===== src/rtl/ect_front.sv =====
// ----------------------------------------------------------------------------
// ect_front
// Vertex loader: stores up to MAX_VERTICES vertices, accumulates the shoelace
// area and hands one job per polygon to the clipper.
// ----------------------------------------------------------------------------
`default_nettype none

module ect_front #(
	parameter int COORD_WIDTH  = 16,
	parameter int MAX_VERTICES = 64,
	localparam int IDX_W       = $clog2(MAX_VERTICES),
	localparam int CNT_W       = $clog2(MAX_VERTICES + 1)
) (
	input  logic                          clk,
	input  logic                          arst_n,
	input  logic                          push,
	input  logic signed [COORD_WIDTH-1:0] vertex_x,
	input  logic signed [COORD_WIDTH-1:0] vertex_y,
	input  logic                          last_vertex,
	output logic                          full,
	output logic                          wr_en,
	output logic [IDX_W-1:0]              wr_addr,
	output logic [2*COORD_WIDTH-1:0]      wr_data,
	output logic                          job_push,
	output logic [CNT_W:0]                job_data,
	input  logic                          job_full,
	input  logic                          done
);

	localparam int PW     = 2 * COORD_WIDTH;
	localparam int AREA_W = PW + 2 + CNT_W;

	typedef enum logic [4:0] {
		F_LOAD  = 5'b00001,
		F_CLOSE = 5'b00010,
		F_DRAIN = 5'b00100,
		F_PUSH  = 5'b01000,
		F_WAIT  = 5'b10000
	} fstate_t;

	fstate_t                       state_q;
	logic [CNT_W-1:0]              cnt_q;
	logic signed [AREA_W-1:0]      acc_q;
	logic                          prod_v_s1;
	logic signed [PW-1:0]          p1_s1, p2_s1;
	logic signed [COORD_WIDTH-1:0] prev_x_q, prev_y_q, first_x_q, first_y_q;
	logic signed [COORD_WIDTH-1:0] op_x, op_y;
	logic                          accept, store, close;

	assign full   = (state_q != F_LOAD);
	assign accept = push && !full;
	assign store  = accept && (cnt_q < CNT_W'(MAX_VERTICES));
	assign close  = (state_q == F_CLOSE);

	// The closing edge runs from the last stored vertex back to the first.
	assign op_x = close ? first_x_q : vertex_x;
	assign op_y = close ? first_y_q : vertex_y;

	assign wr_en    = store;
	assign wr_addr  = cnt_q[IDX_W-1:0];
	assign wr_data  = {vertex_x, vertex_y};
	assign job_push = (state_q == F_PUSH) && !job_full;
	assign job_data = {acc_q[AREA_W-1], cnt_q};

	always_ff @(posedge clk or negedge arst_n) begin
		if (!arst_n) begin
			state_q   <= F_LOAD;
			cnt_q     <= '0;
			acc_q     <= '0;
			prod_v_s1 <= 1'b0;
		end else begin
			prod_v_s1 <= (store && (cnt_q != '0)) || close;
			if (prod_v_s1) begin
				acc_q <= acc_q + AREA_W'(p1_s1) - AREA_W'(p2_s1);
			end
			if (store) begin
				cnt_q <= cnt_q + 1'b1;
			end
			unique case (state_q)
				F_LOAD: begin
					if (accept && last_vertex) begin
						state_q <= F_CLOSE;
					end
				end
				F_CLOSE: state_q <= F_DRAIN;
				F_DRAIN: state_q <= F_PUSH;
				F_PUSH: begin
					if (!job_full) begin
						state_q <= F_WAIT;
					end
				end
				F_WAIT: begin
					if (done) begin
						cnt_q   <= '0;
						acc_q   <= '0;
						state_q <= F_LOAD;
					end
				end
				default: state_q <= F_LOAD;
			endcase
		end
	end

	always_ff @(posedge clk) begin
		p1_s1 <= prev_x_q * op_y;
		p2_s1 <= op_x * prev_y_q;
		if (store) begin
			prev_x_q <= vertex_x;
			prev_y_q <= vertex_y;
			if (cnt_q == '0) begin
				first_x_q <= vertex_x;
				first_y_q <= vertex_y;
			end
		end
	end

endmodule

`default_nettype wire


===== config.mk =====
export PLATFORM = sky130hd
export DESIGN_NAME = ect_front
export DESIGN_NICKNAME = d
export VERILOG_FILES = /design/src/rtl/ect_front.sv
export SDC_FILE = /design/constraint.sdc
export NUM_CORES = 2
export LEC_CHECK = 0
export BUFFER_PORTS_ARGS = -buffer_cell sky130_fd_sc_hd__buf_2
export CORE_MARGIN = 1.5
export CORE_UTILIZATION = 65
export DETAILED_ROUTE_END_ITERATION = 6
export PLACE_DENSITY = 0.84
export SLEW_MARGIN = 40
export SYNTH_ARGS = -nofsm -noshare
export SYNTH_HDL_FRONTEND = slang
export SYNTH_SLANG_ARGS = --single-unit

===== constraint.sdc =====
create_clock -name clk -period 10.9 [get_ports clk]
set_clock_uncertainty 0.15 [all_clocks]
set_input_delay 2.18 -clock clk [delete_from_list [all_inputs] [get_ports clk]]
set_output_delay 2.18 -clock clk [all_outputs]
set_load 0.005 [all_outputs]

==> results.yml <==
worst_setup_path:
  cp.arrival_ns: 8.87
  critPathBufInv: 4
  timing.critical_path.mode_cell: "sky130_fd_sc_hd__fa_1"
  regToRegStartpoint: "state_q[3]$_DFFE_PN0P_"
  crit_type: "in -> reg"
  critical_path.max_fanout: 16
  timing.critical_path.to_type: "flop"
  rr_endpoint: "p1_s1[30]$_DFF_P_"
  reg2regPathDepth: 26
  cpLargestDelayFamily: "adder cells"
  critical_path_required_time_ns: 11.19
  worstSetupStartpointType: "input port"
  regToRegSetupSlack_ns: 2.36
  critical-path-slowest-cell: "sky130_fd_sc_hd__fa_1"
  cp_slowest_stage_delay_ns: 0.94
  crit_chain: "buf_2 > nand2_1 > nand2_1 > nand2_1 > inv_1 > fa_1 > fa_1 > fa_1 > fa_1 > fa_1 > inv_1 > fa_1 > inv_1 > ha_1 > a211oi_1 > o21ai_0 > a21o_1 > a21o_1 > a31o_2 > or2_1 > a31oi_1 > xnor2_1"
cts:
  clk_root_buffer_cell: "sky130_fd_sc_hd__clkbuf_16"
  post_cts.resized_instances: 0
  clock_transition_at_the_registers_of_the_reported_paths_ns: 0.08
  htree_levels: 4
  clk-insertion-delay-late_ns: 0.51
  post-cts-setup-buffers: 0
  cts_max_path_buffers: 2
  tritoncts.num_buffers: 17
  cts_tree: "done"
  cts.sink_count: 182
  cts_hold_repair_buffers: 0
global_routing:
  grt.total_usage_pct: 31.6
  overflow: 0
  grt_antenna_before_repair: 0
  grt_pass1_wl_um: 115000
  grt_max_degree: 55
  grt_pass1_vias: 23400
placed_design:
  numPortBuffers: 86
  gp_congestion: 0.945
  post-dp-hpwl_um: 54900
yosys:
  summed_instance_area_of_the_synthesized_netlist_um2: 29300
  synth_cell_type_count: 80
  avgSynthCellArea_um2: 9.47
  warnings_synthesis: 0
  synth_sequential_area_ratio_pct: 15.6
  ys_seq_elements: 182
  number_of_enable_flip_flop_cells_after_synthesis: 64
  ys.flop_type: "sky130_fd_sc_hd__edfxtp_1"
  syn-num-nets: 3902
  synthesis.instances: 3093
  async_reset_ff_share_pct: 29.7
drt:
  via_count: 21000
  remaining_drc_errors: 0
  wirelength_um: 67500
  detail_route.iter0.violations: 1657
  drt_pass1_iterations: 6
  viasPerCell: 5.69
  antenna_left: 0
  post_drt_wl_per_cell_um: 18.3
finish:
  syn_to_final_growth_pct: 4.14
  n_fill_cell: 3321
  post_route_cells_drive_above_1_share_pct: 5.69
  antenna_cells_inserted: 0
  number_of_nets_in_the_layout: 3890
timing:
  final-setup-viol-count: 0
  max_clock_freq_mhz: 116
  final_period_minus_worst_setup_slack_ns: 8.59
  timing.max_slew.rel_slack_pct: 45.3
  final_hold_viol_count: 0
  finalCritPeriodShare_pct: 78.8
  tightestPinTransition_ns: 0.820
  setup_total_negative_slack_ns: 0
  grt_setup_unrepaired: "false"
  timing_max_transition_violations_final: 0
min_path:
  hold_depth: 2
  hp-class: "reg -> reg"
  hold_path_startpoint: "acc_q[20]$_DFF_PN0_"
  worstHoldEndpoint: "acc_q[20]$_DFF_PN0_"
status:
  run_status: "complete, no violations"
floorplanning:
  die_w_um: 215
  coreArea_um2: 44300
  dieArea_um2: 46300
  io-pin-count: 87
  die_height_um: 215
  floorplan.rows: 77
  floorplan.initialDensity_pct: 66.1
job:
  cap_violations: 0
==> sequential cells by signal, summed over array words and instances, names as in the netlist <==
register / count
cnt_q: 7
p2_s1: 32
p1_s1: 32
first_x_q: 16
acc_q: 41
state_q: 5
prev_y_q: 16
prod_v_s1: 1
first_y_q: 16
prev_x_q: 16
==> Yosys cell counts (19+ instances only) <==
cell type                  number  area share [%]
sky130_fd_sc_hd__nor2_1       101             1.3
sky130_fd_sc_hd__o21ai_0       63             1.1
sky130_fd_sc_hd__nand2b_1      24            0.51
sky130_fd_sc_hd__dfrtp_1       53             4.5
sky130_fd_sc_hd__clkbuf_1      74            0.95
sky130_fd_sc_hd__mux2i_1       33             1.1
sky130_fd_sc_hd__fa_1         564              39
sky130_fd_sc_hd__dfxtp_1       64             4.4
sky130_fd_sc_hd__ha_1         207             8.8
sky130_fd_sc_hd__nand2_1      347             4.4
sky130_fd_sc_hd__a21oi_1       74             1.3
sky130_fd_sc_hd__a211oi_1      19            0.49
sky130_fd_sc_hd__a21o_1        41             1.1
sky130_fd_sc_hd__xor2_1        30            0.90
sky130_fd_sc_hd__buf_4         40             1.0
sky130_fd_sc_hd__edfxtp_1      64             6.6
sky130_fd_sc_hd__and2_1       165             3.5
sky130_fd_sc_hd__inv_1        725             9.3
sky130_fd_sc_hd__xnor2_1       75             2.2
sky130_fd_sc_hd__nor2b_1       93             2.0
==> kinds of logic (layout without fill, tap and decap cells) <==
| kind of cell | count (synthesis) | count (layout) | synth area share (%) |
|---|---|---|---|
| fa+ha+maj | 771 | 771 | 47.4 |
| mux | 37 | 37 | 1.28 |
| xor+xnor | 105 | 105 | 3.14 |
| buf+inv | 858 | 859 | 11.6 |
| compound gates | 301 | 301 | 6.87 |
| simple gates | 839 | 839 | 14.2 |
| flops | 182 | 182 | 15.6 |
==> tightest hold or removal path, stage by stage, from the launching register on <==
cell                      delay, ns
sky130_fd_sc_hd__dfrtp_1       0.35
sky130_fd_sc_hd__nand2_1       0.05
sky130_fd_sc_hd__o21ai_0       0.06
==> how the worst max path moves through the flow <==
stage | from | endpoint | slack (ns) | cells past startpoint
floorplan | vertex_x[15] | p2_s1[31]$_DFF_P_ | 2.77 | 24
global placement | vertex_x[15] | p2_s1[31]$_DFF_P_ | 2.31 | 24
detailed placement | vertex_y[1] | p1_s1[30]$_DFF_P_ | 2.01 | 22
CTS | vertex_y[1] | p1_s1[30]$_DFF_P_ | 2.45 | 22
global route | state_q[3]$_DFFE_PN0P_ | p1_s1[30]$_DFF_P_ | 2.01 | 26
finish | vertex_y[1] | p1_s1[30]$_DFF_P_ | 2.31 | 22
==> placed cells by master (no fill, tap or decap), types with 52 or more instances in the layout <==
cell,synthesis,final
sky130_fd_sc_hd__ha_1,207,207
sky130_fd_sc_hd__and2_1,165,165
sky130_fd_sc_hd__dfxtp_1,64,64
sky130_fd_sc_hd__nor2_1,101,100
sky130_fd_sc_hd__nand2_1,347,347
sky130_fd_sc_hd__nor2b_1,93,93
sky130_fd_sc_hd__fa_1,564,564
sky130_fd_sc_hd__buf_2,13,86
sky130_fd_sc_hd__inv_1,725,726
sky130_fd_sc_hd__edfxtp_1,64,64
sky130_fd_sc_hd__a21oi_1,74,74
sky130_fd_sc_hd__xnor2_1,75,75
sky130_fd_sc_hd__dfrtp_1,53,52
sky130_fd_sc_hd__o21ai_0,63,63
==> layer usage <==
metal / share of wire [%] / wire length, um / global-route usage [%]
met1: 38 / 25900 / 38.5
met2: 49 / 33000 / 52.9
met3: 6.7 / 4490 / 6.02
met5: 0 / 0 / 0
met4: 6.1 / 4110 / 17.8
==> final cells by class <==
type	instances	area, um2	area share [%]
multi-input cells	2053	21400	70.0
flip-flops and latches	182	4560	14.9
inverters	726	2730	8.93
well taps	592	741	2.43
repair buffers	101	574	1.88
clock buffers	18	429	1.41
clock inverters	14	119	0.390
==> metrics by stage <==
step           area, um2  hold WS, ns  util [%]  instances  setup WS (ns)
5_1_grt            30500        0.398      68.8       3686           2.01
3_5_place_dp       29900        0.329      67.6       3654           2.01
6_report           30500        0.342      68.8       3686           2.31
4_1_cts            30500        0.345      68.8       3686           2.45
3_3_place_gp       29900        0.317      67.5       3652           2.31
2_1_floorplan      29300        0.300         -       3093           2.77
Power is left out: the tool's default activity adds up to more than one toggle a clock period on the data nets, which glitch-free logic cannot reach.
