===== config.mk =====
export PLATFORM = sky130hd
export DESIGN_NAME = ect_clip
export DESIGN_NICKNAME = d
export VERILOG_FILES = /design/src/rtl/ect_turn.sv /design/src/rtl/ect_clip.sv
export SDC_FILE = /design/constraint.sdc
export NUM_CORES = 2
export LEC_CHECK = 0
export BUFFER_PORTS_ARGS = -buffer_cell sky130_fd_sc_hd__buf_2
export CAP_MARGIN = 30
export CELL_PAD_IN_SITES_DETAIL_PLACEMENT = 1
export CELL_PAD_IN_SITES_GLOBAL_PLACEMENT = 2
export CORE_MARGIN = 3
export CORE_UTILIZATION = 43
export DETAILED_ROUTE_END_ITERATION = 6
export PLACE_DENSITY = 0.75
export SETUP_SLACK_MARGIN = 0.15
export SKIP_LAST_GASP = 1
export SLEW_MARGIN = 15
export SYNTH_ARGS = -nofsm -noshare
export SYNTH_HDL_FRONTEND = slang
export SYNTH_HIERARCHICAL = 1
export SYNTH_SLANG_ARGS = --single-unit

===== constraint.sdc =====
create_clock -name clk -period 5.5 [get_ports clk]
set_clock_uncertainty 0.15 [all_clocks]
set_input_delay 1.1 -clock clk [delete_from_list [all_inputs] [get_ports clk]]
set_output_delay 1.1 -clock clk [all_outputs]
set_load 0.1 [all_outputs]

===== src/rtl/ect_turn.sv =====
// ----------------------------------------------------------------------------
// ect_turn
// Three-stage orientation unit: sign of (u-o) x (v-o), with registered
// differences, products and comparison as its stages.
// ----------------------------------------------------------------------------
`default_nettype none

module ect_turn #(
	parameter int COORD_WIDTH = 16
) (
	input  logic                          clk,
	input  logic signed [COORD_WIDTH-1:0] o_x,
	input  logic signed [COORD_WIDTH-1:0] o_y,
	input  logic signed [COORD_WIDTH-1:0] u_x,
	input  logic signed [COORD_WIDTH-1:0] u_y,
	input  logic signed [COORD_WIDTH-1:0] v_x,
	input  logic signed [COORD_WIDTH-1:0] v_y,
	output logic                          neg,
	output logic                          pos
);

	localparam int DW = COORD_WIDTH + 1;
	localparam int PW = 2 * DW;

	logic signed [DW-1:0] dux_s1, duy_s1, dvx_s1, dvy_s1;
	logic signed [PW-1:0] m1_s2, m2_s2;
	logic signed [PW:0]   diff;
	logic                 neg_s3, pos_s3;

	assign diff = (PW+1)'(m1_s2) - (PW+1)'(m2_s2);

	always_ff @(posedge clk) begin
		dux_s1 <= DW'(u_x) - DW'(o_x);
		duy_s1 <= DW'(u_y) - DW'(o_y);
		dvx_s1 <= DW'(v_x) - DW'(o_x);
		dvy_s1 <= DW'(v_y) - DW'(o_y);
		m1_s2  <= dux_s1 * dvy_s1;
		m2_s2  <= duy_s1 * dvx_s1;
		neg_s3 <= diff < 0;
		pos_s3 <= diff > 0;
	end

	assign neg = neg_s3;
	assign pos = pos_s3;

endmodule

`default_nettype wire


===== src/rtl/ect_clip.sv =====
// ----------------------------------------------------------------------------
// ect_clip
// Clipping sequencer: holds the vertex and order memories, tests candidate
// ears with a shared orientation unit and writes triangles to the result queue.
// ----------------------------------------------------------------------------
`default_nettype none

module ect_clip #(
	parameter int COORD_WIDTH  = 16,
	parameter int MAX_VERTICES = 64,
	localparam int IDX_W       = $clog2(MAX_VERTICES),
	localparam int CNT_W       = $clog2(MAX_VERTICES + 1)
) (
	input  logic                       clk,
	input  logic                       arst_n,
	input  logic                       wr_en,
	input  logic [IDX_W-1:0]           wr_addr,
	input  logic [2*COORD_WIDTH-1:0]   wr_data,
	input  logic                       job_empty,
	input  logic [CNT_W:0]             job_data,
	output logic                       job_pop,
	input  logic                       res_full,
	output logic                       res_push,
	output logic [6*COORD_WIDTH+2:0]   res_data,
	output logic                       done
);

	localparam int W = COORD_WIDTH;

	typedef enum logic [11:0] {
		B_IDLE  = 12'b0000_0000_0001,
		B_EMPTY = 12'b0000_0000_0010,
		B_INIT  = 12'b0000_0000_0100,
		B_TOP   = 12'b0000_0000_1000,
		B_FAN   = 12'b0000_0001_0000,
		B_FETCH = 12'b0000_0010_0000,
		B_EAR   = 12'b0000_0100_0000,
		B_SCAN  = 12'b0000_1000_0000,
		B_EMIT  = 12'b0001_0000_0000,
		B_SHIFT = 12'b0010_0000_0000,
		B_MISS  = 12'b0100_0000_0000,
		B_DONE  = 12'b1000_0000_0000
	} bstate_t;

	logic [2*W-1:0]   coord_mem [MAX_VERTICES];
	logic [IDX_W-1:0] link_mem  [MAX_VERTICES];
	logic [2*W-1:0]   crd_q;
	logic [IDX_W-1:0] lrd_q;
	logic [IDX_W-1:0] lrd_addr, lwr_addr, lwr_data;
	logic             lwr_en;

	bstate_t          state_q;
	logic [CNT_W-1:0] n_q, i_q;
	logic [IDX_W-1:0] cp_q;
	logic [CNT_W:0]   failed_q;
	logic [3:0]       sub_q;
	logic             rev_q, fan_q;

	logic [IDX_W-1:0]     pos0_q, pos1_q, pos2_q, ia_q, ib_q, ic_q;
	logic signed [W-1:0]  ax_q, ay_q, bx_q, by_q, cx_q, cy_q, px_q, py_q;
	logic                 neg_acc_q, pos_acc_q;

	logic [CNT_W-1:0]    n_m1, i_inc, cp_ext, cp_inc, rev_idx;
	logic [CNT_W:0]      i_p2, failed_inc;
	logic [IDX_W-1:0]    pa, pc;
	logic signed [W-1:0] crd_x, crd_y;
	logic                fan_last, hit_idx, hit_pos, neg_all, pos_all;
	logic                next_j, veto;
	logic signed [W-1:0] t_ox, t_oy, t_ux, t_uy, t_vx, t_vy;
	logic                t_neg, t_pos;

	// The coordinate memory is always read at the order memory's output.
	always_ff @(posedge clk) begin
		if (wr_en) begin
			coord_mem[wr_addr] <= wr_data;
		end
		crd_q <= coord_mem[lrd_q];
	end

	always_ff @(posedge clk) begin
		if (lwr_en) begin
			link_mem[lwr_addr] <= lwr_data;
		end
		lrd_q <= link_mem[lrd_addr];
	end

	assign n_m1       = n_q - 1'b1;
	assign i_inc      = i_q + 1'b1;
	assign i_p2       = (CNT_W+1)'(i_q) + (CNT_W+1)'(2);
	assign cp_ext     = CNT_W'(cp_q);
	assign cp_inc     = cp_ext + 1'b1;
	assign rev_idx    = n_m1 - i_q;
	assign failed_inc = failed_q + 1'b1;
	assign pa         = (cp_q == '0) ? n_m1[IDX_W-1:0] : cp_q - 1'b1;
	assign pc         = (cp_inc == n_q) ? '0 : cp_inc[IDX_W-1:0];
	assign fan_last   = fan_q && (i_p2 == {1'b0, n_q});
	assign crd_x      = crd_q[2*W-1:W];
	assign crd_y      = crd_q[W-1:0];
	assign hit_idx    = (lrd_q == ia_q) || (lrd_q == ib_q) || (lrd_q == ic_q);
	assign hit_pos    = ((crd_x == ax_q) && (crd_y == ay_q))
	                 || ((crd_x == bx_q) && (crd_y == by_q))
	                 || ((crd_x == cx_q) && (crd_y == cy_q));
	assign neg_all    = neg_acc_q || t_neg;
	assign pos_all    = pos_acc_q || t_pos;

	// A point that sees the triangle's edges turning both ways lies outside it.
	assign veto   = (state_q == B_SCAN) && (sub_q == 4'd8) && !(neg_all && pos_all);
	assign next_j = ((sub_q == 4'd1) && hit_idx) || ((sub_q == 4'd2) && hit_pos)
	             || ((sub_q == 4'd8) && neg_all && pos_all);

	always_comb begin
		t_ox = ax_q; t_oy = ay_q;
		t_ux = bx_q; t_uy = by_q;
		t_vx = cx_q; t_vy = cy_q;
		if (state_q == B_SCAN) begin
			unique case (sub_q)
				4'd4: begin
					t_ox = bx_q; t_oy = by_q;
					t_ux = cx_q; t_uy = cy_q;
					t_vx = px_q; t_vy = py_q;
				end
				4'd5: begin
					t_ox = cx_q; t_oy = cy_q;
					t_ux = ax_q; t_uy = ay_q;
					t_vx = px_q; t_vy = py_q;
				end
				default: begin
					t_vx = px_q; t_vy = py_q;
				end
			endcase
		end
	end

	ect_turn #(.COORD_WIDTH(COORD_WIDTH)) u_turn (
		.clk (clk),
		.o_x (t_ox),
		.o_y (t_oy),
		.u_x (t_ux),
		.u_y (t_uy),
		.v_x (t_vx),
		.v_y (t_vy),
		.neg (t_neg),
		.pos (t_pos)
	);

	always_comb begin
		unique case (state_q)
			B_FETCH: begin
				unique case (sub_q)
					4'd1: lrd_addr = pos1_q;
					4'd2: lrd_addr = pos2_q;
					default: lrd_addr = pos0_q;
				endcase
			end
			B_SCAN:  lrd_addr = i_q[IDX_W-1:0];
			B_SHIFT: lrd_addr = i_inc[IDX_W-1:0];
			default: lrd_addr = '0;
		endcase
	end

	assign lwr_en   = (state_q == B_INIT) || ((state_q == B_SHIFT) && (sub_q == 4'd1));
	assign lwr_addr = i_q[IDX_W-1:0];
	assign lwr_data = (state_q == B_INIT)
	                ? (rev_q ? rev_idx[IDX_W-1:0] : i_q[IDX_W-1:0]) : lrd_q;

	assign job_pop  = (state_q == B_IDLE) && !job_empty;
	assign done     = (state_q == B_DONE);
	assign res_push = ((state_q == B_EMIT) || (state_q == B_EMPTY)) && !res_full;
	assign res_data = (state_q == B_EMPTY)
	                ? {{(6*W){1'b0}}, 3'b011}
	                : {ax_q, ay_q, bx_q, by_q, cx_q, cy_q, fan_q, 1'b0, fan_last};

	always_ff @(posedge clk or negedge arst_n) begin
		if (!arst_n) begin
			state_q  <= B_IDLE;
			n_q      <= '0;
			i_q      <= '0;
			cp_q     <= '0;
			failed_q <= '0;
			sub_q    <= '0;
			rev_q    <= 1'b0;
			fan_q    <= 1'b0;
		end else begin
			unique case (state_q)
				B_IDLE: begin
					if (!job_empty) begin
						if (job_data[CNT_W-1:0] < CNT_W'(3)) begin
							state_q <= B_EMPTY;
						end else begin
							n_q     <= job_data[CNT_W-1:0];
							rev_q   <= job_data[CNT_W];
							i_q     <= '0;
							state_q <= B_INIT;
						end
					end
				end
				B_EMPTY: begin
					if (!res_full) begin
						state_q <= B_DONE;
					end
				end
				B_INIT: begin
					if (i_inc == n_q) begin
						cp_q     <= '0;
						failed_q <= '0;
						state_q  <= B_TOP;
					end else begin
						i_q <= i_inc;
					end
				end
				B_TOP: begin
					if (n_q > CNT_W'(3)) begin
						fan_q   <= 1'b0;
						sub_q   <= '0;
						state_q <= B_FETCH;
					end else begin
						i_q     <= CNT_W'(1);
						state_q <= B_FAN;
					end
				end
				B_FAN: begin
					if (i_inc < n_q) begin
						fan_q   <= 1'b1;
						sub_q   <= '0;
						state_q <= B_FETCH;
					end else begin
						state_q <= B_DONE;
					end
				end
				B_FETCH: begin
					if (sub_q == 4'd4) begin
						sub_q   <= '0;
						state_q <= fan_q ? B_EMIT : B_EAR;
					end else begin
						sub_q <= sub_q + 1'b1;
					end
				end
				B_EAR: begin
					if (sub_q == 4'd3) begin
						sub_q <= '0;
						if (t_pos) begin
							i_q     <= '0;
							state_q <= B_SCAN;
						end else begin
							state_q <= B_MISS;
						end
					end else begin
						sub_q <= sub_q + 1'b1;
					end
				end
				B_SCAN: begin
					if (veto) begin
						sub_q   <= '0;
						state_q <= B_MISS;
					end else if (next_j) begin
						sub_q <= '0;
						if (i_inc == n_q) begin
							state_q <= B_EMIT;
						end else begin
							i_q <= i_inc;
						end
					end else begin
						sub_q <= sub_q + 1'b1;
					end
				end
				B_EMIT: begin
					if (!res_full) begin
						if (fan_q) begin
							if (fan_last) begin
								state_q <= B_DONE;
							end else begin
								i_q     <= i_inc;
								state_q <= B_FAN;
							end
						end else begin
							i_q     <= cp_ext;
							sub_q   <= '0;
							state_q <= B_SHIFT;
						end
					end
				end
				B_SHIFT: begin
					// Close the gap left by the clipped tip: read each entry, then write it one place lower.
					if (sub_q == '0) begin
						if (i_inc >= n_q) begin
							n_q      <= n_m1;
							cp_q     <= (cp_ext == n_m1) ? '0 : cp_q;
							failed_q <= '0;
							state_q  <= B_TOP;
						end else begin
							sub_q <= 4'd1;
						end
					end else begin
						i_q   <= i_inc;
						sub_q <= '0;
					end
				end
				B_MISS: begin
					cp_q     <= pc;
					failed_q <= failed_inc;
					if (failed_inc > {1'b0, n_q}) begin
						i_q     <= CNT_W'(1);
						state_q <= B_FAN;
					end else begin
						state_q <= B_TOP;
					end
				end
				B_DONE: state_q <= B_IDLE;
				default: state_q <= B_IDLE;
			endcase
		end
	end

	always_ff @(posedge clk) begin
		if (state_q == B_TOP) begin
			pos0_q <= pa;
			pos1_q <= cp_q;
			pos2_q <= pc;
		end
		if (state_q == B_FAN) begin
			pos0_q <= '0;
			pos1_q <= i_q[IDX_W-1:0];
			pos2_q <= i_inc[IDX_W-1:0];
		end
		if (state_q == B_FETCH) begin
			unique case (sub_q)
				4'd1: ia_q <= lrd_q;
				4'd2: begin
					ib_q <= lrd_q;
					ax_q <= crd_x;
					ay_q <= crd_y;
				end
				4'd3: begin
					ic_q <= lrd_q;
					bx_q <= crd_x;
					by_q <= crd_y;
				end
				4'd4: begin
					cx_q <= crd_x;
					cy_q <= crd_y;
				end
				default: ;
			endcase
		end
		if (state_q == B_SCAN) begin
			unique case (sub_q)
				4'd2: begin
					px_q <= crd_x;
					py_q <= crd_y;
				end
				4'd6: begin
					neg_acc_q <= t_neg;
					pos_acc_q <= t_pos;
				end
				4'd7: begin
					neg_acc_q <= neg_all;
					pos_acc_q <= pos_all;
				end
				default: ;
			endcase
		end
	end

`ifndef SYNTHESIS
	a_state_onehot: assert property (@(posedge clk) disable iff (!arst_n)
		$onehot(state_q))
		else $error("clipper state not one-hot");
	a_cursor_range: assert property (@(posedge clk) disable iff (!arst_n)
		(state_q == B_TOP) |-> (cp_ext < n_q))
		else $error("cursor beyond remaining vertices");
	a_fan_range: assert property (@(posedge clk) disable iff (!arst_n)
		((state_q == B_EMIT) && fan_q) |-> (i_inc < n_q))
		else $error("fan corner beyond remaining vertices");
`endif

endmodule

`default_nettype wire


==> results.ini <==
[synthesis]
synth_sequential_area_ratio_pct = 60.5
synth_enable_flop_cells = 2592
post_synth_num_cell_types = 103
post_synth.cell_area_avg_um2 = 15.6
ys_ff_latch = 2820
syn-num-nets = 9698
synthesis.instances = 8748
netlist_area_um2 = 137000
async_flop_share_pct = 1.63
dominantRegCellSynth = sky130_fd_sc_hd__edfxtp_1
yosysWarnings = 6

[placement]
hpwlAfterDp_um = 271000
dp_worst_setup_slack_ns = -0.980
final_weighted_congestion_in_routability_driven_placement = 0.897
place_area_um2 = 147000
place_inst = 13200
portBuffers = 152

[finish]
area.growth.synth_to_final_pct = 16.4
stdcell_area_um2 = 159000
final_net_count = 10400
post_layout_nonfiller_instances = 13900
filler_cell_count = 30100
drive_gt1_share_pct = 24.1

[global_routing]
grt-ovfl-total = 0
number_of_global_route_vias_before_repair = 85400
first_pass_grt_wire_length_um = 586000
grt_max_degree = 92
grt_antenna_before_repair = 41
track_usage_pct = 24.3

[worst_setup_path]
crit_type = flop to flop
startpoint_type = flop
critPathArrivalTime_ns = 6.65
worstPathRequired_ns = 6.11
critical_path_max_stage_delay_ns = 0.58
series_of_cell_instances_along_the_critical_path = buf_8 > buf_4 > and2_1 > fa_1 > fa_1 > fa_1 > fa_1 > fa_1 > fa_1 > ha_4 > nand2_1 > o21a_2 > o21a_1 > a311oi_4 > o211ai_1 > a31o_2 > o21bai_1 > a21oi_2 > xnor2_1
critical_path.endpoint_type = flop
cp_common_cell = sky130_fd_sc_hd__fa_1
critical-path-slowest-cell = sky130_fd_sc_hd__fa_1
worst_path_max_fanout = 5

[clock_tree]
insertion_delay_ns = 0.92
tritoncts = yes
cts.hold.buffers_added = 0
level_count_of_the_clock_h_tree = 5
clock_path_buffers = 4
clock-sinks = 2820
clkSlewWorstSetupHoldPaths_ns = 0.06
cts_buffers = 304
clockRootBuffer = sky130_fd_sc_hd__clkbuf_16

[routing]
first_pass_iters = 6
route.detailed.vias_per_inst = 5.71
wirelength_um = 396000
drt_iter0_markers = 7711
vias = 79200
ant_nets = 0
route.detailed.drc = 0
wl_per_cell_um = 28.5

[timing]
post_route_fraction_of_the_period_consumed_by_the_critical_path_pct = 110
rsz_0062_raised_after_global_routing = yes
finalSetupViolCount = 35
slew_violations = 0
tightestPinTransition_ns = 0.943
fin_ws_ns = -0.537
final.hold.worst_slack_ns = 0.122
fmaxAchievable_ghz = 0.166
slew_headroom_pct = 37.0
final_min_period_ns = 6.04
final_hold_viol_count = 0

[floorplanning]
dieArea_um2 = 324000
die_h_um = 570
placementRows = 206
io_pins = 153
die-width_um = 570
floorplan.initialDensity_pct = 43.3
core_area_um2 = 315000

[flow_run]
drv.max_cap_violation_count = 0

[pwr]
power.ir.vdd_worst_mv = 0.283
powerDensity_nw_per_um2 = 401
leakage_nw = 57.1

[outcome]
run_status = finished, violations left
violations = negative setup slack

[worst_hold_path]
worst_hold_path_type = primary input to async pin

==> Yosys cell counts, drive strengths merged (62+ instances only) <==
| cell type | count | share of area, % |
|---|---|---|
| edfxtp | 2592 | 57 |
| nand2 | 817 | 2.2 |
| inv | 730 | 2.0 |
| mux4 | 671 | 11 |
| fa | 598 | 8.8 |
| and2 | 408 | 1.9 |
| nor2 | 302 | 0.83 |
| ha | 301 | 2.8 |
| clkbuf | 272 | 0.75 |
| xnor2 | 235 | 1.5 |
| o21ai | 198 | 0.73 |
| dfxtp | 182 | 2.7 |
| nand3 | 151 | 0.55 |
| a21oi | 146 | 0.54 |
| buf | 129 | 0.43 |
| a22oi | 70 | 0.39 |
| mux2i | 68 | 0.51 |
| nor3 | 65 | 0.24 |
| nand4 | 62 | 0.28 |
==> power breakdown <==
group          internal [mW]  switching (mW)
combinational           7.85            10.1
sequential              24.6           0.938
clock                   11.7            8.59
total                   44.1            19.7
==> final cells by class <==
class	instances	area (um2)	area share (%)
Antenna cell	17	42.5	0.0268
Clock buffer	371	8060	5.07
Clock inverter	176	1770	1.12
Inverter	731	2750	1.73
Multi-Input combinational cell	4796	51300	32.2
Sequential cell	2820	82800	52.1
Tap cell	4160	5200	3.27
Timing Repair Buffer	788	7070	4.45
==> worst paths after layout <==
check,start,to,slack (ns),cells after the start
max,u_turn/dvx_s1[5],u_turn/m2_s2[31],-0.54,19
min,arst_n,failed_q[1],0.12,1
max reg2reg,u_turn/dvx_s1[5],u_turn/m2_s2[31],-0.54,19
min reg2reg,pos0_q[3],pos0_q[3],0.32,2
max in group asynchronous,arst_n,cp_q[5],4.52,2
min in group clk,job_data[7],rev_q,0.31,2
==> registers in the layout (all words and copies together) (netlist names), 17 cells and up <==
register and flops:
link_mem 384, crd_q 32, u_turn/duy_s1 17, coord_mem 2048, u_turn/m2_s2 34, u_turn/dux_s1 17
u_turn/dvx_s1 17, u_turn/dvy_s1 17, u_turn/m1_s2 34
==> what timing repair did <==
action                     in CTS  in global routing
gates cloned                    1                  0
pin swaps                     102                121
setup buffers                  49                 31
setup endpoints to repair      40                 44
resized for setup             165                136
==> cell usage in the layout, fill, tap and decap left out, drive strengths merged, types with 182 or more instances in the layout <==
cell type | synthesis | layout
mux4 | 671 | 671
inv | 730 | 745
dfxtp | 182 | 182
ha | 301 | 301
fa | 598 | 598
nand2 | 817 | 817
xnor2 | 235 | 235
edfxtp | 2592 | 2592
clkbuf | 272 | 373
and2 | 408 | 408
o21ai | 198 | 198
nor2 | 302 | 302
buf | 129 | 785
==> per-layer routing <==
layer  vias to the layer above  GRT usage, %  part of all wire (%)
met1                     42100          33.4                    41
met5                         -             0                 0.021
li1                      33800             -                     -
met4                        12          6.61                   2.9
met2                      2644          40.7                    50
met3                       546          3.60                   6.2
==> worst max-delay path: cells and delay by family (launching register included) <==
family / cells / cell delay [ns]
adder cells (fa/ha/maj): 7 / 3.31
buffers and inverters: 2 / 0.30
XOR/XNOR: 1 / 0.13
AO/OA/AOI/OAI: 7 / 1.40
AND/OR/NAND/NOR: 2 / 0.21
flip-flops: 1 / 0.40
==> stage by stage <==
step	util [%]	TNS [ns]	power (mW)
global placement	46.6	-13.59	42.1
CTS	50.0	-10.09	63.6
global route	50.4	-16.29	66.6
detailed placement	46.6	-15.85	42.5
floorplan	-	-0.478	35.9
finish	50.4	-10.21	63.8
==> cell families after synthesis <==
logic type,Yosys count,synth area share [%]
xor gates and xnor gates,285,1.83
DFF,2820,60.5
muxes,751,11.7
AOI/OAI and AO/OA,815,4.04
and+or+nand+nor,2046,7.24
adders and majority gates,899,11.5
buffers and inverters,1132,3.19
(Power assumes the default switching activity.)
