### src/rtl/ect_pkg.sv
// ----------------------------------------------------------------------------
// ect_pkg
// Shared constants of the ear-clipping triangulator: default sizes and the
// depth of the queues between its parts.
// ----------------------------------------------------------------------------
`default_nettype none

package ect_pkg;

	localparam int COORD_WIDTH_DEF  = 16;
	localparam int MAX_VERTICES_DEF = 64;
	localparam int FIFO_DEPTH       = 2;

endpackage

`default_nettype wire

### src/rtl/ect_fifo.sv
// ----------------------------------------------------------------------------
// ect_fifo
// Small register queue with full and empty flags, used for the job queue
// and for the result queue.
// ----------------------------------------------------------------------------
`default_nettype none

module ect_fifo #(
	parameter int WIDTH = 8,
	parameter int DEPTH = ect_pkg::FIFO_DEPTH
) (
	input  logic             clk,
	input  logic             arst_n,
	input  logic             push,
	input  logic [WIDTH-1:0] wdata,
	output logic             full,
	input  logic             pop,
	output logic [WIDTH-1:0] rdata,
	output logic             empty
);

	localparam int PTR_W = (DEPTH > 1) ? $clog2(DEPTH) : 1;

	logic [WIDTH-1:0] mem_q [DEPTH];
	logic [PTR_W-1:0] wr_ptr_q;
	logic [PTR_W-1:0] rd_ptr_q;
	logic [PTR_W:0]   cnt_q;
	logic             do_push;
	logic             do_pop;

	assign full    = (cnt_q == (PTR_W+1)'(DEPTH));
	assign empty   = (cnt_q == '0);
	assign do_push = push && !full;
	assign do_pop  = pop && !empty;
	assign rdata   = mem_q[rd_ptr_q];

	always_ff @(posedge clk or negedge arst_n) begin
		if (!arst_n) begin
			wr_ptr_q <= '0;
			rd_ptr_q <= '0;
			cnt_q    <= '0;
		end else begin
			if (do_push) begin
				wr_ptr_q <= (wr_ptr_q == PTR_W'(DEPTH - 1)) ? '0 : wr_ptr_q + 1'b1;
			end
			if (do_pop) begin
				rd_ptr_q <= (rd_ptr_q == PTR_W'(DEPTH - 1)) ? '0 : rd_ptr_q + 1'b1;
			end
			unique case ({do_push, do_pop})
				2'b10: cnt_q <= cnt_q + 1'b1;
				2'b01: cnt_q <= cnt_q - 1'b1;
				default: cnt_q <= cnt_q;
			endcase
		end
	end

	always_ff @(posedge clk) begin
		if (do_push) begin
			mem_q[wr_ptr_q] <= wdata;
		end
	end

`ifndef SYNTHESIS
	a_cnt_bound: assert property (@(posedge clk) disable iff (!arst_n)
		cnt_q <= (PTR_W+1)'(DEPTH))
		else $error("queue count beyond depth");
	a_cnt_inc: assert property (@(posedge clk) disable iff (!arst_n)
		(do_push && !do_pop) |=> (cnt_q == $past(cnt_q) + 1'b1))
		else $error("queue count did not follow a lone write");
`endif

endmodule

`default_nettype wire

### config.mk
export PLATFORM = sky130hd
export DESIGN_NAME = ect_fifo
export DESIGN_NICKNAME = d
export VERILOG_FILES = /design/src/rtl/ect_pkg.sv /design/src/rtl/ect_fifo.sv
export SDC_FILE = /design/constraint.sdc
export NUM_CORES = 1
export LEC_CHECK = 0
export CAP_MARGIN = 30
export CORE_UTILIZATION = 50
export CTS_CLUSTER_SIZE = 16
export DETAILED_ROUTE_END_ITERATION = 8
export DONT_BUFFER_PORTS = 1
export MAX_ROUTING_LAYER = met4
export PLACE_DENSITY = 0.69
export SYNTH_ARGS = -nofsm -noshare
export SYNTH_HDL_FRONTEND = slang
export SYNTH_SLANG_ARGS = --single-unit
### constraint.sdc
create_clock -name clk -period 4.2 [get_ports clk]
set_clock_uncertainty 0.2 [all_clocks]
set_input_delay 0.84 -clock clk [delete_from_list [all_inputs] [get_ports clk]]
set_output_delay 0.84 -clock clk [all_outputs]
set_load 0.05 [all_outputs]
==> metrics.txt, run 1 <==
area grow syn2layout 5.19%; top sig layer met3; first-pass GRT wire length 1.46 mm; DR vias 347; mapped cell area 772 µm²; CTS Buffer Depth 2; combinational family with the most area after synthesis multiplexers; setup TNS 0 ps; core area between 1000 and 1500 µm²; Simple-Gate Fraction of Synth Area 4.70%; Die ar. between 1500 and 2000 µm²; post-synth cell types 13; Levels on crit path 1; clock sinks 20; hold bufs inserted after CTS 0; clk root buf clkbuf_4; Syn. warnings 0; CP Data Arrival Time 1470 ps; commonest register cell after synthesis edfxtp_1; Synth top area share between 60 and 70%; xor/xnor share of the synthesized area ~5.7%; DRC 0; layout cell share with drive strength beyond 1 approximately a quarter; Worst setup EP type output pin; Pre-antenna DRT Iters 3; Hold Vio Cnt, Final 0; CTS buffer count 3; post-detail-place hpwl between 800 and 900 µm; top post-synthesis cells by count edfxtp_1 (16), mux2_2 (8), dfrtp_1 (4); Overflow after GRT 0; Worst R2R Setup Slack between 1500 and 2000 ps; Max stage delay cell, worst path nor2_1; Tcrit/Tclk final roughly 60%; post-synthesis sequential element count 20; CP cell instances nor2_1; initial detailed-routing violation count 5; antenna-violating nets left 0; routability cong. just under 0.7; H-Tree Depth 1; Syn Area/Cell 18.0 µm²; I/O pin total 22; placed cells 57; CP Class register to output pin; CP startpoint cnt_q[0]$_DFFE_PN0P_; # diodes 0; Die X slightly above 40 µm; Final Max Tran Viols 0; Fmax achieved ~0.40 GHz; via/cell ratio about 5.7; crit start category register; final std cells w/o fill between 60 and 70; async set or reset register ratio after synthesis between 20% and 30%; top-count cell post-synth edfxtp_1; TritonCTS clock tree yes; syn nets 56; largest cells by area after synthesis edfxtp_1 (62%), dfrtp_1 (13%), mux2_2 (12%); met3 WL between 100 and 150 µm; vias in the first global route approximately 330; met2 WL between 500 and 600 µm; pre-CTS WS roughly 2000 ps; row count 13; number of synthesized flops with an enable pin 16; Slew headroom between 30% and 40%; fin crit period between 2000 and 3000 ps; # Post-CTS Setup Buffers 0; crit path to empty; Slew @ Worst Pin just under 1000 ps; setup ws final about 1700 ps; DRT met1 WL roughly 360 µm; cells after synthesis 43; total routed wirelength ~1.1 mm; r2r endpoint cnt_q[1]$_DFFE_PN0P_; WL/cell 17.5 µm; Buf/Inv on CP 0; clk_lat worst skew ~290 ps; post-synthesis compound-gate area fraction 0%; crit path max fanout 4; CP Data Required Time about 3200 ps; PostCTS Resize Cnt 0; post-synthesis mux area share approximately an eighth; Worst R2R Path Depth 5; fillers roughly 110; Port Buffers 0; register area share after synthesis 75.2%; antenna violations before repair 0; worst min-delay path class input pin to asynchronous set/reset pin; Initial Utilization between 50% and 60%; Crit path largest cell delay 750 ps; status completed; Die Y-Extent approximately 41 µm; post-synthesis adder-cell area fraction approximately 1.6%; largest net degree at the start of global routing 12; GRT Overall Usage between 10% and 20%; critical path's top delay family simple AND/OR/NAND/NOR gates; Reg-to-Reg Start cnt_q[0]$_DFFE_PN0P_; Max Cap Viol 0; largest area contributor in the netlist edfxtp_1; RSZ-0062 raised after global routing false; Net count, final 60; CTS clock-pin slew for the worst setup and hold paths around 100 ps; setup violators final 0
worst min-delay path by stage:
stage                    startpoint  slack [ps]  cells past startpoint                    to
3_3_place_gp   wr_ptr_q$_DFFE_PN0P_         280                      1  wr_ptr_q$_DFFE_PN0P_
2_1_floorplan  wr_ptr_q$_DFFE_PN0P_         260                      1  wr_ptr_q$_DFFE_PN0P_
4_1_cts                      arst_n          20                      0  wr_ptr_q$_DFFE_PN0P_
6_report                     arst_n          30                      0  cnt_q[0]$_DFFE_PN0P_
5_1_grt                      arst_n           6                      0  wr_ptr_q$_DFFE_PN0P_
3_5_place_dp   cnt_q[1]$_DFFE_PN0P_         300                      1  cnt_q[1]$_DFFE_PN0P_
worst register-to-register path, cell delays in order (launching register included):
cell     delay, ps
dfrtp_1        430
nor2_1         750
nor2b_2        130
ha_1           350
nor2_1         140
xor2_1         170
cells in the final DEF, fill, tap and decap left out, drive strengths merged:
cell type	Yosys	final
nand2b	1	1
nor2	3	3
mux2	8	8
inv	1	1
xor2	2	2
clkbuf	0	4
nand2	1	1
xnor2	3	3
ha	1	1
edfxtp	16	16
and3	1	1
nor2b	1	1
dfrtp	4	4
per-stage QoR:
step / area [µm²] / hold slack (ps) / utilization [%]
floorplan: 772 / 261 / -
global placement: 786 / 276 / 57.5
detailed placement: 786 / 300 / 57.5
CTS: 812 / 19.2 / 59.4
global route: 812 / 6.10 / 59.4
finish: 812 / 30.6 / 59.4
cell families (layout without fill, tap and decap cells):
| kind of cell | after synthesis | in the layout |
|---|---|---|
| adders and majority gates | 1 | 1 |
| and+or+nand+nor | 7 | 7 |
| muxes | 8 | 8 |
| xor gates and xnor gates | 5 | 5 |
| buffers and inverters | 2 | 5 |
| DFF | 20 | 20 |
area by class of cell:
| cell class | count | area, µm² | area share (%) |
|---|---|---|---|
| clock buffer | 4 | 26.3 | 3.24 |
| inverter | 1 | 3.75 | 0.462 |
| multi-input combinational | 21 | 183 | 22.5 |
| sequential | 20 | 581 | 71.5 |
| tap | 15 | 18.8 | 2.31 |
per-layer routing:
| layer | vias to the layer above | GRT usage, % |
|---|---|---|
| met3 | 0 | 9.04 |
| met2 | 17 | 25.0 |
| met4 | 0 | 9.68 |
| met5 | - | - |
| met1 | 168 | 14.5 |
| li1 | 162 | - |
registers in the layout, indices dropped and copies added, names as in the netlist:
register and cells:
cnt_q 2, mem_q 16, rd_ptr_q 1, wr_ptr_q 1
Power of run 1 is left out: the tool's default activity adds up to more than one toggle a clock period on the data nets, which glitch-free logic cannot reach.
==> run 2: changes to the inputs <==
==> constraint.sdc (replaced) <==
create_clock -name clk -period 2.5 [get_ports clk]
set_clock_uncertainty 0.2 [all_clocks]
set_input_delay 0.5 -clock clk [delete_from_list [all_inputs] [get_ports clk]]
set_output_delay 0.5 -clock clk [all_outputs]
set_load 0.05 [all_outputs]
==> run 2 against run 1 <==
  * Global-route usage is 0.46 points lower
  * Core utilization is 1.3 points higher
  * Clock-buffer cell count stayed put
  * Non-clock buffer count is 2 higher
  * Cell count is 3.3% higher
  * Sequential share of layout area is 1.5 points lower
  * Hold slack better by 76 ps
  * Flip-flop and latch count stayed put
  * Register-to-register slack worse by 1300 ps
  * First-iteration DRC count stayed put
  * Via count is 0.29% lower
  * Worst setup slack worse by 1300 ps
  * Largest cell class unchanged
==> metrics.txt, run 2 (synthesized netlist as in run 1, its figures left out) <==
fin crit period between 2000 and 2500 ps; biggest regs mem_q (16), cnt_q (2); Hold Vio Cnt, Final 0 (unchanged); # diodes 0 (unchanged); Worst R2R Setup Slack 700 ps (-1260 ps); Max Cap Viol 0 (unchanged); DRC 0 (unchanged); Final Max Tran Viols 0 (unchanged); WL/cell 17.2 µm (-2.1%); Die X 41.3 µm (unchanged); FF+latch area 581 µm² (unchanged); status completed; largest net degree at the start of global routing 12 (unchanged); first-pass GRT wire length 1.52 mm (+4.3%); Reg-to-Reg Start cnt_q[0]$_DFFE_PN0P_; H-Tree Depth 1 (unchanged); CTS Buffer Depth 2 (unchanged); Crit path largest cell delay 570 ps (-180 ps); Slew @ Worst Pin 684 ps (-282 ps); via/cell ratio 5.49 (-3.5%); worst min-delay path class input pin to register; Overflow after GRT 0 (unchanged); clock sinks 20 (unchanged); Slew headroom 54.2% (+19 points); core area 1370 µm² (unchanged); crit start category register; critical path's top delay family flip-flops; clk root buf clkbuf_4; # Post-CTS Setup Buffers 0 (unchanged); Port Buffers 0 (unchanged); setup TNS 0 ps (unchanged); total routed wirelength 1.08 mm (+1.1%); crit path max fanout 9 (+5); TritonCTS clock tree yes; Max stage delay cell, worst path dfrtp_1; CTS buffer count 3 (unchanged); design area 830 µm² (+2.2%); Tcrit/Tclk final roughly 80%; crit path to rdata[2]; hold bufs inserted after CTS 1 (+1); setup violators final 0 (unchanged); layout cell share with drive strength beyond 1 27.1% (+1.0 points); area grow syn2layout 7.46%; vias in the first global route 338 (+2.1%); post-detail-place hpwl 860 µm (+3.3%); Fmax achieved just under 0.5 GHz; Initial Utilization 56.5% (unchanged); routability cong. 0.675 (-0.18%); antenna-violating nets left 0 (unchanged); GRT Overall Usage 15.3% (-0.46 points); initial detailed-routing violation count 5 (unchanged); CP cell instances mux2_2; Levels on crit path 1 (unchanged); Placed Area 793 µm² (+0.96%); Net count, final 62 (+3.3%); RSZ-0062 raised after global routing false; fillers 106 (-0.93%); Worst R2R Path Depth 3 (-2); Die ar. 1710 µm² (unchanged); CP startpoint rd_ptr_q$_DFFE_PN0P_; antenna violations before repair 0 (unchanged); max reg flops 16 (unchanged); CP Class register to output pin; clk_lat worst skew 280 ps (about the same); Top reg by flops mem_q; Buf/Inv on CP 0 (unchanged); CP Data Required Time 1800 ps (-1360 ps); DR vias 346 (-0.29%); CTS clock-pin slew for the worst setup and hold paths 100 ps (about the same); PostCTS Resize Cnt 0 (unchanged); row count 13 (unchanged); Worst setup EP type output pin; Multi-input gate area 183 µm² (unchanged); most frequent cells in the layout edfxtp_1 (16), mux2_2 (8), dfrtp_1 (4); CP Data Arrival Time 1360 ps (-110 ps); I/O pin total 22 (unchanged); Pre-antenna DRT Iters 2 (-1); most common cell after layout, fill and taps aside edfxtp_1; r2r endpoint mem_q[0][4]$_DFFE_PP_; Die Y-Extent 41.3 µm (unchanged)
run 2: per-layer routing:
layer / global-route usage (%) / vias to the layer above / share of wire [%]
met5: - / - / 0
met4: 2.42 / 0 / 0
met3: 6.91 / 0 / 10
met2: 26.6 / 14 / 53
li1: - / 165 / -
met1: 16.4 / 167 / 36
run 2: layout make-up:
class,count,area share (%)
Timing Repair Buffer,2,2.11
Tap cell,15,2.26
Sequential cell,20,70.0
Inverter,1,0.452
Clock buffer,4,3.17
Multi-Input combinational cell,21,22.0
run 2: stage by stage:
step,instances,hold slack [ps],util (%),setup WS [ps]
after floorplan,43,4.41,-,408
after global placement,58,4.52,58.1,753
after detailed placement,58,4.49,58.1,694
after CTS,63,102,60.7,423
after global routing,63,81.3,60.7,355
final,63,107,60.7,438
run 2: worst min-delay path by stage:
| stage | from | to | slack (ps) | cells after the start |
|---|---|---|---|---|
| floorplan | arst_n | cnt_q[0]$_DFFE_PN0P_ | 4 | 0 |
| CTS | wdata[6] | mem_q[0][6]$_DFFE_PP_ | 100 | 0 |
| global placement | arst_n | rd_ptr_q$_DFFE_PN0P_ | 5 | 0 |
| detailed placement | arst_n | rd_ptr_q$_DFFE_PN0P_ | 4 | 0 |
| finish | wdata[6] | mem_q[0][6]$_DFFE_PP_ | 110 | 0 |
| global route | wdata[6] | mem_q[1][6]$_DFFE_PP_ | 80 | 0 |
Power of run 2 is left out for the same reason.
==> run 3: changes to the inputs <==
--- a/config.mk
+++ b/config.mk
@@ -5,13 +5,14 @@
 export SDC_FILE = /design/constraint.sdc
 export NUM_CORES = 1
 export LEC_CHECK = 0
+export ABC_AREA = 1
 export CAP_MARGIN = 30
 export CORE_UTILIZATION = 50
 export CTS_CLUSTER_SIZE = 16
 export DETAILED_ROUTE_END_ITERATION = 8
 export DONT_BUFFER_PORTS = 1
 export MAX_ROUTING_LAYER = met4
-export PLACE_DENSITY = 0.69
+export PLACE_DENSITY = 0.72
 export SYNTH_ARGS = -nofsm -noshare
 export SYNTH_HDL_FRONTEND = slang
 export SYNTH_SLANG_ARGS = --single-unit
==> constraint.sdc (replaced) <==
create_clock -name clk -period 1.65 [get_ports clk]
set_clock_uncertainty 0.2 [all_clocks]
set_input_delay 0.33 -clock clk [delete_from_list [all_inputs] [get_ports clk]]
set_output_delay 0.33 -clock clk [all_outputs]
set_load 0.05 [all_outputs]
==> run 3 against run 2 <==
  * The flow now finishes with violations (setup timing)
  * Die area up 5.5%
  * Routed wire length up 89%
  * Core utilization up 27 points
  * Critical path type unchanged
  * Critical endpoint is now rdata[7]
  * Clock-buffer cell count down 1
  * Hold slack worse by 18 ps
  * Register-to-register slack worse by 680 ps
  * Worst setup slack worse by 520 ps
  * Cell count up 98%
  * Area after synthesis up 5.8%
==> metrics.txt, run 3 <==
status finished, violations left; failing checks setup timing; Worst R2R Setup Slack 20 ps (-680 ps); max reg flops 16 (unchanged); pre-CTS WS 34.1 ps (-660 ps); antenna violations before repair 0 (unchanged); layout cell share with drive strength beyond 1 50.5% (+23 points); CTS clock-pin slew for the worst setup and hold paths 110 ps (about the same); top post-synthesis cells by count nand2_1 (32), edfxtp_1 (16), inv_1 (7); setup ws final -78.5 ps (-517 ps); routability cong. 0.937 (+39%); row count 14 (+1); CP Data Arrival Time 1200 ps (-160 ps); register area share after synthesis 71.1% (-4.1 points); post-detail-place hpwl 989 µm (+15%); cells after synthesis 74 (+72%); CP most frequent cell nand2_2; antenna-violating nets left 0 (unchanged); Net count, final 123 (+98%); number of synthesized flops with an enable pin 16 (unchanged); mapped cell area 817 µm² (+5.8%); Overflow after GRT 0 (unchanged); most frequent cells in the layout nand2_2 (16), edfxtp_1 (16), nand2_1 (15), dlygate4sd3_1 (11); syn nets 87 (+55%); Placed Area 1020 µm² (+29%); vias in the first global route 596 (+76%); post-synth cell types 14 (+1); power density cells about 2200 nW/µm²; post-synthesis sequential element count 20 (unchanged); via/cell ratio 5.14 (-6.5%); Max Cap Viol 0 (unchanged); core area 1520 µm² (+12%); Die ar. 1800 µm² (+5.5%); # diodes 0 (unchanged); largest net degree at the start of global routing 12 (unchanged); total routed wirelength 2.04 mm (+89%); Fmax achieved between 0.5 and 0.6 GHz; Pre-antenna DRT Iters 4 (+2); Port Buffers 0 (unchanged); initial detailed-routing violation count 18 (+13); GRT Overall Usage 22.0% (+6.7 points); largest area contributor in the netlist edfxtp_1; fin crit period ~1700 ps; Crit path largest cell delay 470 ps (-100 ps); Hold Slack 88.0 ps (-18.5 ps); biggest regs mem_q (16), cnt_q (2); I/O pin total 22 (unchanged); WL/cell 16.3 µm (-5.0%); worst min-delay path class input pin to asynchronous set/reset pin; H-Tree Depth 1 (unchanged); CP Data Required Time 1120 ps (-680 ps); Top reg by flops mem_q; CTS Buffer Depth 2 (unchanged); Die X 42.4 µm (+2.7%); Synth top area share 58.8% (-3.4 points); CP cell instances buf_6, nand2_2, nand2_2, buf_12; setup violators final 10 (+10); DRC 0 (unchanged); maximum VDD drop between 1.5 and 2 mV; Initial Utilization 53.6% (-2.9 points); crit start category register; async set or reset register ratio after synthesis 20.0% (unchanged); top-count cell post-synth nand2_1; DR vias 642 (+86%); first-pass GRT wire length 2.83 mm (+86%); crit path max fanout 4 (-5); design area 1340 µm² (+62%); Slew headroom 78.2% (+24 points); Die Y-Extent 42.4 µm (+2.7%); Max stage delay cell, worst path dfrtp_2; fillers 61 (-42%); Lkg Pwr 0.585 nW; clk_lat worst skew 300 ps (+20 ps); commonest register cell after synthesis edfxtp_1; Final Max Tran Viols 0 (unchanged); clk root buf clkbuf_4; Syn. warnings 0 (unchanged); Worst setup EP type output pin; largest cells by area after synthesis edfxtp_1 (59%), nand2_1 (15%), dfrtp_1 (12%); CP Class register to output pin; Slew @ Worst Pin 327 ps (-357 ps); RSZ-0062 raised after global routing true; Syn Area/Cell 11.0 µm² (-39%); area grow syn2layout 64.2%; Hold Vio Cnt, Final 0 (unchanged); clock sinks 20 (unchanged); TritonCTS clock tree yes; CTS buffer count 3 (unchanged); Tcrit/Tclk final 105%
[run 3: report_power, final]
| group | switching, mW | internal [mW] | leakage, nW |
|---|---|---|---|
| clock network | 0.148 | 0.0884 | 0.0154 |
| logic | 1.08 | 0.836 | 0.375 |
| registers | 0.0933 | 0.708 | 0.195 |
[run 3: kinds of logic (layout without fill, tap and decap cells)]
group	Yosys count	after routing	synth area share, %
AO/OA/AOI/OAI	1	1	1.07
adder cells (fa/ha/maj)	1	1	1.53
flip-flops	20	20	71.1
XOR/XNOR	1	1	1.07
AND/OR/NAND/NOR	40	40	20.1
buffers and inverters	11	46	5.21
[run 3: repair_timing]
action | in CTS | in global routing
endpoints found under the hold margin | 22 | 0
pin swaps | 6 | 5
buffers inserted | 4 | 5
cloned | 0 | 0
endpoints found under the setup margin | 10 | 11
hold buffers | 11 | 0
gates resized for setup | 24 | 13
[run 3: per-stage QoR]
| stage | std cells | utilization, % | TNS [ps] | total power [mW] |
|---|---|---|---|---|
| 5_1_grt | 125 | 88.0 | -1210 | 3.08 |
| 2_1_floorplan | 74 | - | 0 | 1.60 |
| 3_5_place_dp | 101 | 67.1 | 0 | 2.23 |
| 6_report | 125 | 88.0 | -560 | 2.95 |
| 4_1_cts | 120 | 82.0 | -497 | 2.70 |
| 3_3_place_gp | 101 | 67.1 | 0 | 2.19 |
[run 3: final cells by class]
cell class / instances / area, µm² / share of cell area [%]
flip-flops and latches: 20 / 583 / 43.5
clock buffers: 3 / 22.5 / 1.68
inverters: 10 / 42.5 / 3.17
well taps: 16 / 20.0 / 1.49
clock inverters: 1 / 3.75 / 0.280
repair buffers: 32 / 390 / 29.1
multi-input cells: 43 / 279 / 20.8
[run 3: per-layer routing]
layer / track usage (%) / vias to the layer above / wire length [µm]
met5: - / - / 0
met4: 9.38 / 0 / 72
met3: 2.59 / 6 / 74
met2: 33.8 / 24 / 1080
met1: 30.0 / 305 / 812
li1: - / 307 / -
[run 3: final timing paths]
path,startpoint,end,depth (start not counted)
setup / recovery,rd_ptr_q$_DFFE_PN0P_,rdata[7],4
hold / removal,arst_n,cnt_q[1]$_DFFE_PN0P_,1
setup reg to reg,cnt_q[0]$_DFFE_PN0P_,cnt_q[1]$_DFFE_PN0P_,8
hold reg to reg,wr_ptr_q$_DFFE_PN0P_,wr_ptr_q$_DFFE_PN0P_,2
max in group asynchronous,arst_n,rd_ptr_q$_DFFE_PN0P_,1
min in group clk,wr_ptr_q$_DFFE_PN0P_,wr_ptr_q$_DFFE_PN0P_,2
[run 3: critical path: cells and delay by family, from the launching register on]
kind,cells,cell delay (ps)
buffers and inverters,2,300
DFF,1,470
and+or+nand+nor,2,130
No activity file was read; power rests on OpenSTA's default activity.
